[config.mk]
export PLATFORM = sky130hd
export DESIGN_NAME = trcs_ctrl
export DESIGN_NICKNAME = d
export VERILOG_FILES = /design/src/rtl/core/trcs_pkg.sv /design/src/rtl/core/trcs_ctrl.sv
export SDC_FILE = /design/constraint.sdc
export NUM_CORES = 1
export LEC_CHECK = 0
export ABC_AREA = 1
export BUFFER_PORTS_ARGS = -buffer_cell sky130_fd_sc_hd__buf_2
export CAP_MARGIN = 30
export CORE_MARGIN = 8
export CORE_UTILIZATION = 43
export DETAILED_ROUTE_END_ITERATION = 8
export PLACE_DENSITY = 0.86
export SLEW_MARGIN = 20
export SYNTH_ARGS = -nofsm -noshare
export SYNTH_HDL_FRONTEND = slang
export SYNTH_SLANG_ARGS = --single-unit
[constraint.sdc]
create_clock -name clk -period 2.37 [get_ports clk]
set_input_delay 0.3555 -clock clk [delete_from_list [all_inputs] [get_ports clk]]
set_output_delay 0.3555 -clock clk [all_outputs]
set_load 0.02 [all_outputs]
[src/rtl/core/trcs_pkg.sv]
// ----------------------------------------------------------------------------
// trcs_pkg
// Shared types and constants for the register machine step block.
// ----------------------------------------------------------------------------
package trcs_pkg;

  localparam int MEM_BYTES = 256;
  localparam int NUM_REGS  = 8;
  localparam int AW        = $clog2(MEM_BYTES);
  localparam int RW        = $clog2(NUM_REGS);

  localparam logic [1:0] CMD_WRITE = 2'd0;
  localparam logic [1:0] CMD_EXEC  = 2'd1;
  localparam logic [1:0] CMD_READ  = 2'd2;

  localparam logic [7:0] OP_HALT  = 8'h00;
  localparam logic [7:0] OP_NOP   = 8'h01;
  localparam logic [7:0] OP_ADD   = 8'h02;
  localparam logic [7:0] OP_SUB   = 8'h03;
  localparam logic [7:0] OP_MUL   = 8'h04;
  localparam logic [7:0] OP_DIV   = 8'h05;
  localparam logic [7:0] OP_CMP   = 8'h06;
  localparam logic [7:0] OP_MOVR  = 8'h07;
  localparam logic [7:0] OP_AND   = 8'h08;
  localparam logic [7:0] OP_OR    = 8'h09;
  localparam logic [7:0] OP_XOR   = 8'h0a;
  localparam logic [7:0] OP_NOT   = 8'h0b;
  localparam logic [7:0] OP_JE    = 8'h0c;
  localparam logic [7:0] OP_JNE   = 8'h0d;
  localparam logic [7:0] OP_JL    = 8'h0e;
  localparam logic [7:0] OP_JLE   = 8'h0f;
  localparam logic [7:0] OP_JG    = 8'h10;
  localparam logic [7:0] OP_JGE   = 8'h11;
  localparam logic [7:0] OP_JMP   = 8'h12;
  localparam logic [7:0] OP_LOAD  = 8'h13;
  localparam logic [7:0] OP_STORE = 8'h14;
  localparam logic [7:0] OP_MOVI  = 8'h15;
  localparam logic [7:0] OP_ADDI  = 8'h16;
  localparam logic [7:0] OP_SUBI  = 8'h17;
  localparam logic [7:0] OP_MULI  = 8'h18;
  localparam logic [7:0] OP_DIVI  = 8'h19;
  localparam logic [7:0] OP_LSH   = 8'h1a;
  localparam logic [7:0] OP_RSH   = 8'h1b;

  typedef struct packed {
    logic [1:0] command;
    logic [7:0] address;
    logic [7:0] data;
    logic [2:0] reg_select;
  } in_item_t;

  typedef struct packed {
    logic [7:0]  pc_value;
    logic [7:0]  opcode;
    logic        halted;
    logic        flag_equal;
    logic        flag_less;
    logic        flag_greater;
    logic [31:0] reg_value;
    logic [7:0]  mem_data;
  } out_item_t;

  // controller -> datapath
  typedef struct packed {
    logic         latch_in;    // capture command fields
    logic         mem_rd;      // read byte at mem_addr
    logic [AW-1:0] mem_addr;
    logic         mem_wr;      // write byte at mem_addr
    logic [7:0]   mem_wdata;
    logic         ir_shift;    // shift read byte into instruction register
    logic         ld_shift;    // shift read byte into load buffer
    logic         rd_capture;  // capture read byte into mem_data
    logic         exec;        // one-cycle ALU/flag/pc update
    logic         div_start;
    logic         div_step;
    logic         div_done;    // write quotient
    logic         load_done;   // write load buffer
    logic         halt_set;
    logic         pc_next;     // pc <- pc + 4
    logic         out_capture;
    logic         clear_op;
  } dp_cmd_t;

  // datapath -> controller
  typedef struct packed {
    logic [1:0]    command;
    logic [AW-1:0] address;
    logic [7:0]    data;
    logic [7:0]    opcode;
    logic [AW-1:0] pc;
    logic [AW-1:0] target;
    logic [31:0]   ra_val;
    logic          halted;
  } dp_stat_t;

endpackage

[src/rtl/core/trcs_ctrl.sv]
// ----------------------------------------------------------------------------
// trcs_ctrl
// Sequencer: memory clearing, byte fetches, divide steps, result strobe.
// ----------------------------------------------------------------------------
module trcs_ctrl (
  input  logic               clk,
  input  logic               rst_n,
  input  logic               start,
  output logic               busy,
  output logic               out_valid,
  input  trcs_pkg::dp_stat_t stat,
  output trcs_pkg::dp_cmd_t  cmd
);

  localparam int AW = trcs_pkg::AW;

  localparam logic [3:0] S_CLR   = 4'd0;
  localparam logic [3:0] S_IDLE  = 4'd1;
  localparam logic [3:0] S_DEC   = 4'd2;
  localparam logic [3:0] S_FETCH = 4'd3;
  localparam logic [3:0] S_EXEC  = 4'd4;
  localparam logic [3:0] S_DIV   = 4'd5;
  localparam logic [3:0] S_LOAD  = 4'd6;
  localparam logic [3:0] S_STORE = 4'd7;
  localparam logic [3:0] S_OUT   = 4'd8;
  localparam logic [3:0] S_RDW   = 4'd9;

  logic [3:0]    state_r, state_nxt;
  logic [AW-1:0] clr_r, clr_nxt;
  logic [5:0]    cnt_r, cnt_nxt;
  logic          clrop_r, clrop_nxt;
  logic          ov_r, ov_nxt;
  logic [AW-1:0] base;

  assign busy = (state_r != S_IDLE);
  assign out_valid = ov_r;

  always_ff @(posedge clk) begin
    if (!rst_n) begin
      state_r <= S_CLR; clr_r <= '0; cnt_r <= '0; clrop_r <= 1'b1; ov_r <= 1'b0;
    end else begin
      state_r <= state_nxt; clr_r <= clr_nxt; cnt_r <= cnt_nxt;
      clrop_r <= clrop_nxt; ov_r <= ov_nxt;
    end
  end

  always_comb begin
    state_nxt = state_r; clr_nxt = clr_r; cnt_nxt = cnt_r;
    clrop_nxt = clrop_r; ov_nxt = 1'b0;
    cmd = '0;
    cmd.clear_op = clrop_r;
    base = (state_r == S_LOAD) ? stat.target : stat.pc;
    case (state_r)
      S_CLR: begin
        cmd.mem_wr = 1'b1; cmd.mem_addr = clr_r;
        clr_nxt = clr_r + AW'(1);
        if (clr_r == AW'(trcs_pkg::MEM_BYTES - 1)) state_nxt = S_IDLE;
      end
      S_IDLE: begin
        if (start) begin
          cmd.latch_in = 1'b1;
          state_nxt = S_DEC;
        end
      end
      S_DEC: begin
        clrop_nxt = 1'b1; cnt_nxt = '0;
        case (stat.command)
          trcs_pkg::CMD_WRITE: begin
            cmd.mem_wr = 1'b1; cmd.mem_addr = stat.address;
            cmd.mem_wdata = stat.data; state_nxt = S_OUT;
          end
          trcs_pkg::CMD_READ: begin
            cmd.mem_rd = 1'b1; cmd.mem_addr = stat.address; state_nxt = S_RDW;
          end
          trcs_pkg::CMD_EXEC: state_nxt = stat.halted ? S_OUT : S_FETCH;
          default: state_nxt = S_OUT;
        endcase
      end
      S_RDW: begin
        cmd.rd_capture = 1'b1; state_nxt = S_OUT;
      end
      S_FETCH, S_LOAD: begin
        // cnt 0..3 issue reads, 1..4 shift data
        if (cnt_r < 6'd4) begin
          cmd.mem_rd = 1'b1; cmd.mem_addr = base + AW'(cnt_r[1:0]);
        end
        if (cnt_r != 6'd0) begin
          cmd.ir_shift = (state_r == S_FETCH); cmd.ld_shift = (state_r == S_LOAD);
        end
        cnt_nxt = cnt_r + 6'd1;
        if (cnt_r == 6'd4) begin
          cnt_nxt = '0;
          if (state_r == S_FETCH) state_nxt = S_EXEC;
          else begin
            cmd.load_done = 1'b1; cmd.pc_next = 1'b1; state_nxt = S_OUT;
          end
        end
      end
      S_EXEC: begin
        clrop_nxt = 1'b0;
        case (stat.opcode)
          trcs_pkg::OP_HALT: begin cmd.halt_set = 1'b1; state_nxt = S_OUT; end
          trcs_pkg::OP_DIV, trcs_pkg::OP_DIVI: begin
            cmd.div_start = 1'b1; state_nxt = S_DIV;
          end
          trcs_pkg::OP_LOAD:  state_nxt = S_LOAD;
          trcs_pkg::OP_STORE: state_nxt = S_STORE;
          default: begin cmd.exec = 1'b1; state_nxt = S_OUT; end
        endcase
      end
      S_DIV: begin
        cmd.div_step = 1'b1; cnt_nxt = cnt_r + 6'd1;
        if (cnt_r == 6'd32) begin
          cmd.div_step = 1'b0; cmd.div_done = 1'b1; cmd.pc_next = 1'b1;
          state_nxt = S_OUT;
        end
      end
      S_STORE: begin
        cmd.mem_wr = 1'b1; cmd.mem_addr = stat.target + AW'(cnt_r[1:0]);
        case (cnt_r[1:0])
          2'd0:    cmd.mem_wdata = stat.ra_val[31:24];
          2'd1:    cmd.mem_wdata = stat.ra_val[23:16];
          2'd2:    cmd.mem_wdata = stat.ra_val[15:8];
          default: cmd.mem_wdata = stat.ra_val[7:0];
        endcase
        cnt_nxt = cnt_r + 6'd1;
        if (cnt_r == 6'd3) begin cmd.pc_next = 1'b1; state_nxt = S_OUT; end
      end
      S_OUT: begin
        cmd.out_capture = 1'b1; ov_nxt = 1'b1; state_nxt = S_IDLE;
      end
      default: state_nxt = S_IDLE;
    endcase
  end

endmodule

==> results.yml <==
floorplanning:
  core-area_um2: 5440
  die_x_um: 90.7
  rows: 27
  die_area_um2: 8220
  die_height_um: 90.7
  ios: 111
  initial_core_util: 0.441
run_status:
  violations: "negative setup slack"
  outcome: "finished, violations left"
setup_path:
  path_buf_inv: 4
  cp.required_ns: 2.01
  worstPathMaxFanout: 5
  startpoint_type: "flip-flop"
  critPathCaptureType: "primary output"
  slowest_stage: "dfxtp_2"
  crit_family: "simple AND/OR/NAND/NOR gates"
  path_class: "flip-flop to primary output"
  max_stage_delay_ns: 0.36
  cp.arrival_ns: 2.36
  worstPathCellList: "inv_4 -> nor2_4 -> nand2_4 -> inv_2 -> nand2_1 -> nand2_1 -> ha_2 -> inv_2 -> fa_2 -> nand3b_1 -> nor2_2 -> nor2_1 -> o21ai_1 -> nand3_2 -> buf_6"
global_route:
  gr-usage-all-layers: 0.203
  grt_pass1_vias: 3066
  grt_antenna_before_repair: 0
  grt-ovfl-total: 0
  grt_pass1_wl_um: 14200
  grt_start_max_net_pins: 14
sta:
  layout_setup_ws_ns: -0.350
  fmax_mhz: 368
  rsz0062_at_grt: "true"
  maxSlewViolCount: 0
  final_hold_viol_count: 0
  clock_skew_ns: 0.00174
  slew_headroom: 0.772
  timing.final.crit_share: 1.15
  worstMarginPinSlew_ns: 0.341
  period_minus_slack_ns: 2.72
  setup_viol: 7
pwr:
  power_uw: 869
  p_per_area_nw_per_um2: 258
  leakage_nw: 1.82
  max-vdd-ir-drop_mv: 0.260
clock_tree:
  htreeDepth: 1
  cts_max_path_buffers: 2
  cts_made_buffers: 3
  clkSlewWorstSetupHoldPaths_ns: 0.08
  cts_root_buf: "clkbuf_8"
  insertion_delay_ns: 0.27
  cts_sinks: 20
  cts_tree: "built"
  cts_hold_buf: 0
detailed_routing:
  drt_pass1_iterations: 6
  drt-initial-drc-count: 238
  via_per_inst: 5.18
  drc: 0
  drtAntennaViolNets: 0
  num_vias: 3236
  wl_per_cell_um: 14.2
  wirelength_um: 8880
logic_synthesis:
  synth_top_flop_cell: "dfxtp_1"
  synth.net_count: 514
  yosysTopAreaCell: "nand2_1"
  yosys_register_bits: 20
  synthesis.area_um2: 2400
  synth_warnings: 0
  seq_area_frac_synth: 0.167
  avgSynthCellArea_um2: 5.68
  ys_types: 42
  synth-edff-count: 0
  synth_async_sr_flop_share: 0
  yosys-top-cells-area: "nand2_1, dfxtp_1, inv_1"
  synth_cells: 422
  synth.top_cell.area_share: 0.167
layout:
  area.growth.synth_to_final_pct: 40.6
  drive_gt1_frac: 0.336
  layout.nets: 646
  stdcell_area_um2: 3370
  antenna-diode-count: 0
min_path:
  hp-class: "primary input to flip-flop"
flow_run:
  drv_cap: 0
place:
  gp_congestion: 0.919
  pre_cts_ws_ns: -0.0589
  hpwl_um: 7010
  placed_area_um2: 3110
  io_buffer_count: 110
-- placed cells by master, fill, tap and decap left out, types with 2 or more instances in the layout --
cell type	n
ha_1	8
nor2_2	5
xor2_1	3
o21ai_1	4
dfxtp_1	18
clkbuf_8	3
buf_4	30
a31oi_1	8
nand3b_1	3
nand2_2	6
nor2_4	6
nand3_2	2
inv_1	56
nor4_1	2
o21bai_1	2
inv_2	7
buf_6	3
o21ai_0	23
nand2_1	104
nand4_1	4
nor2_1	49
buf_2	106
nor3_1	6
ha_2	4
a22oi_1	6
nand3_1	37
dfxtp_2	2
a21oi_1	25
-- routing by layer --
metal | track usage | up-vias | routed length, um
li1 | - | 1633 | -
met1 | 0.237 | 1471 | 3590
met2 | 0.371 | 110 | 4720
met3 | 0.0241 | 22 | 383
met4 | 0.0666 | 0 | 181
met5 | 0 | - | 0
-- area by class of cell --
type                            count  area, um^2
Clock buffer                        3        41.3
Clock inverter                      1        30.0
Fill cell                         478        2070
Inverter                           65         250
Multi-Input combinational cell    325        1770
Sequential cell                    20         403
Tap cell                           72        90.1
Timing Repair Buffer              139         790
-- cells in the mapped netlist, types with 3 or more instances --
master and count:
nor2_1 52, o21ai_1 3, a21oi_1 25, clkbuf_1 4, xor2_1 3, a22oi_1 6
nor3_1 6, nand3_1 39, nor2_4 3, nor2_2 5, nand3b_1 3, ha_1 12
dfxtp_1 20, o21ai_0 24, inv_2 3, nand4_1 4, nand2_1 107, inv_1 62
a31oi_1 9, nand2_2 3
-- per-stage QoR --
step	cells	hold slack (ns)	util	setup TNS (ns)
finish	625	0.389	0.620	-1.25
CTS	619	0.377	0.599	-1.02
global placement	609	0.446	0.573	0
floorplan	422	0.430	-	-0.0807
detailed placement	609	0.456	0.573	-0.107
global route	625	0.400	0.620	-2.34
-- report_power, final --
part / leakage [nW] / total (mW) / internal (mW) / switching (mW)
registers: 0.163 / 0.343 / 0.340 / 0.00349
logic: 1.62 / 0.170 / 0.0797 / 0.0903
clock network: 0.0357 / 0.356 / 0.226 / 0.130
-- sequential cells by signal, indices dropped and copies added, names as in the netlist --
register	count
clr_r	8
out_valid	1
clrop_r	1
state_r	4
cnt_r	6
-- repair_timing --
action,4_1_cts,5_1_grt
gates resized for setup,10,19
setup endpoints to repair,7,19
pin swaps,6,6
gates cloned,0,0
buffers inserted,6,6
-- kinds of logic (layout without fill, tap and decap cells) --
| group | count (synthesis) | in the layout | share of synthesized area |
|---|---|---|---|
| AOI/OAI and AO/OA | 77 | 77 | 0.183 |
| xor gates and xnor gates | 3 | 3 | 0.0110 |
| adders and majority gates | 14 | 14 | 0.0793 |
| buffers and inverters | 77 | 208 | 0.131 |
| DFF | 20 | 20 | 0.167 |
| and+or+nand+nor | 231 | 231 | 0.429 |
-- final timing paths --
check,depth (start not counted),slack (ns),end,startpoint
setup / recovery,15,-0.35,cmd[25],state_r[1]$_SDFFE_PN0P_
hold reg to reg,2,0.48,clrop_r$_SDFFE_PN1P_,clrop_r$_SDFFE_PN1P_
setup reg to reg,9,0.47,state_r[0]$_SDFFE_PN0P_,cnt_r[0]$_SDFFE_PN0P_
hold / removal,2,0.39,clrop_r$_SDFFE_PN1P_,rst_n
-- worst register-to-register path, cell delays in order, from the launching register on --
cell and delay (ns):
dfxtp_1 0.34, buf_4 0.15, ha_2 0.32, inv_1 0.20
o21ai_0 0.24, nand3_1 0.15, nor2_4 0.17, nand2_1 0.07
nor2_1 0.10, nor2_1 0.06
No activity file was read; power rests on OpenSTA's default activity.
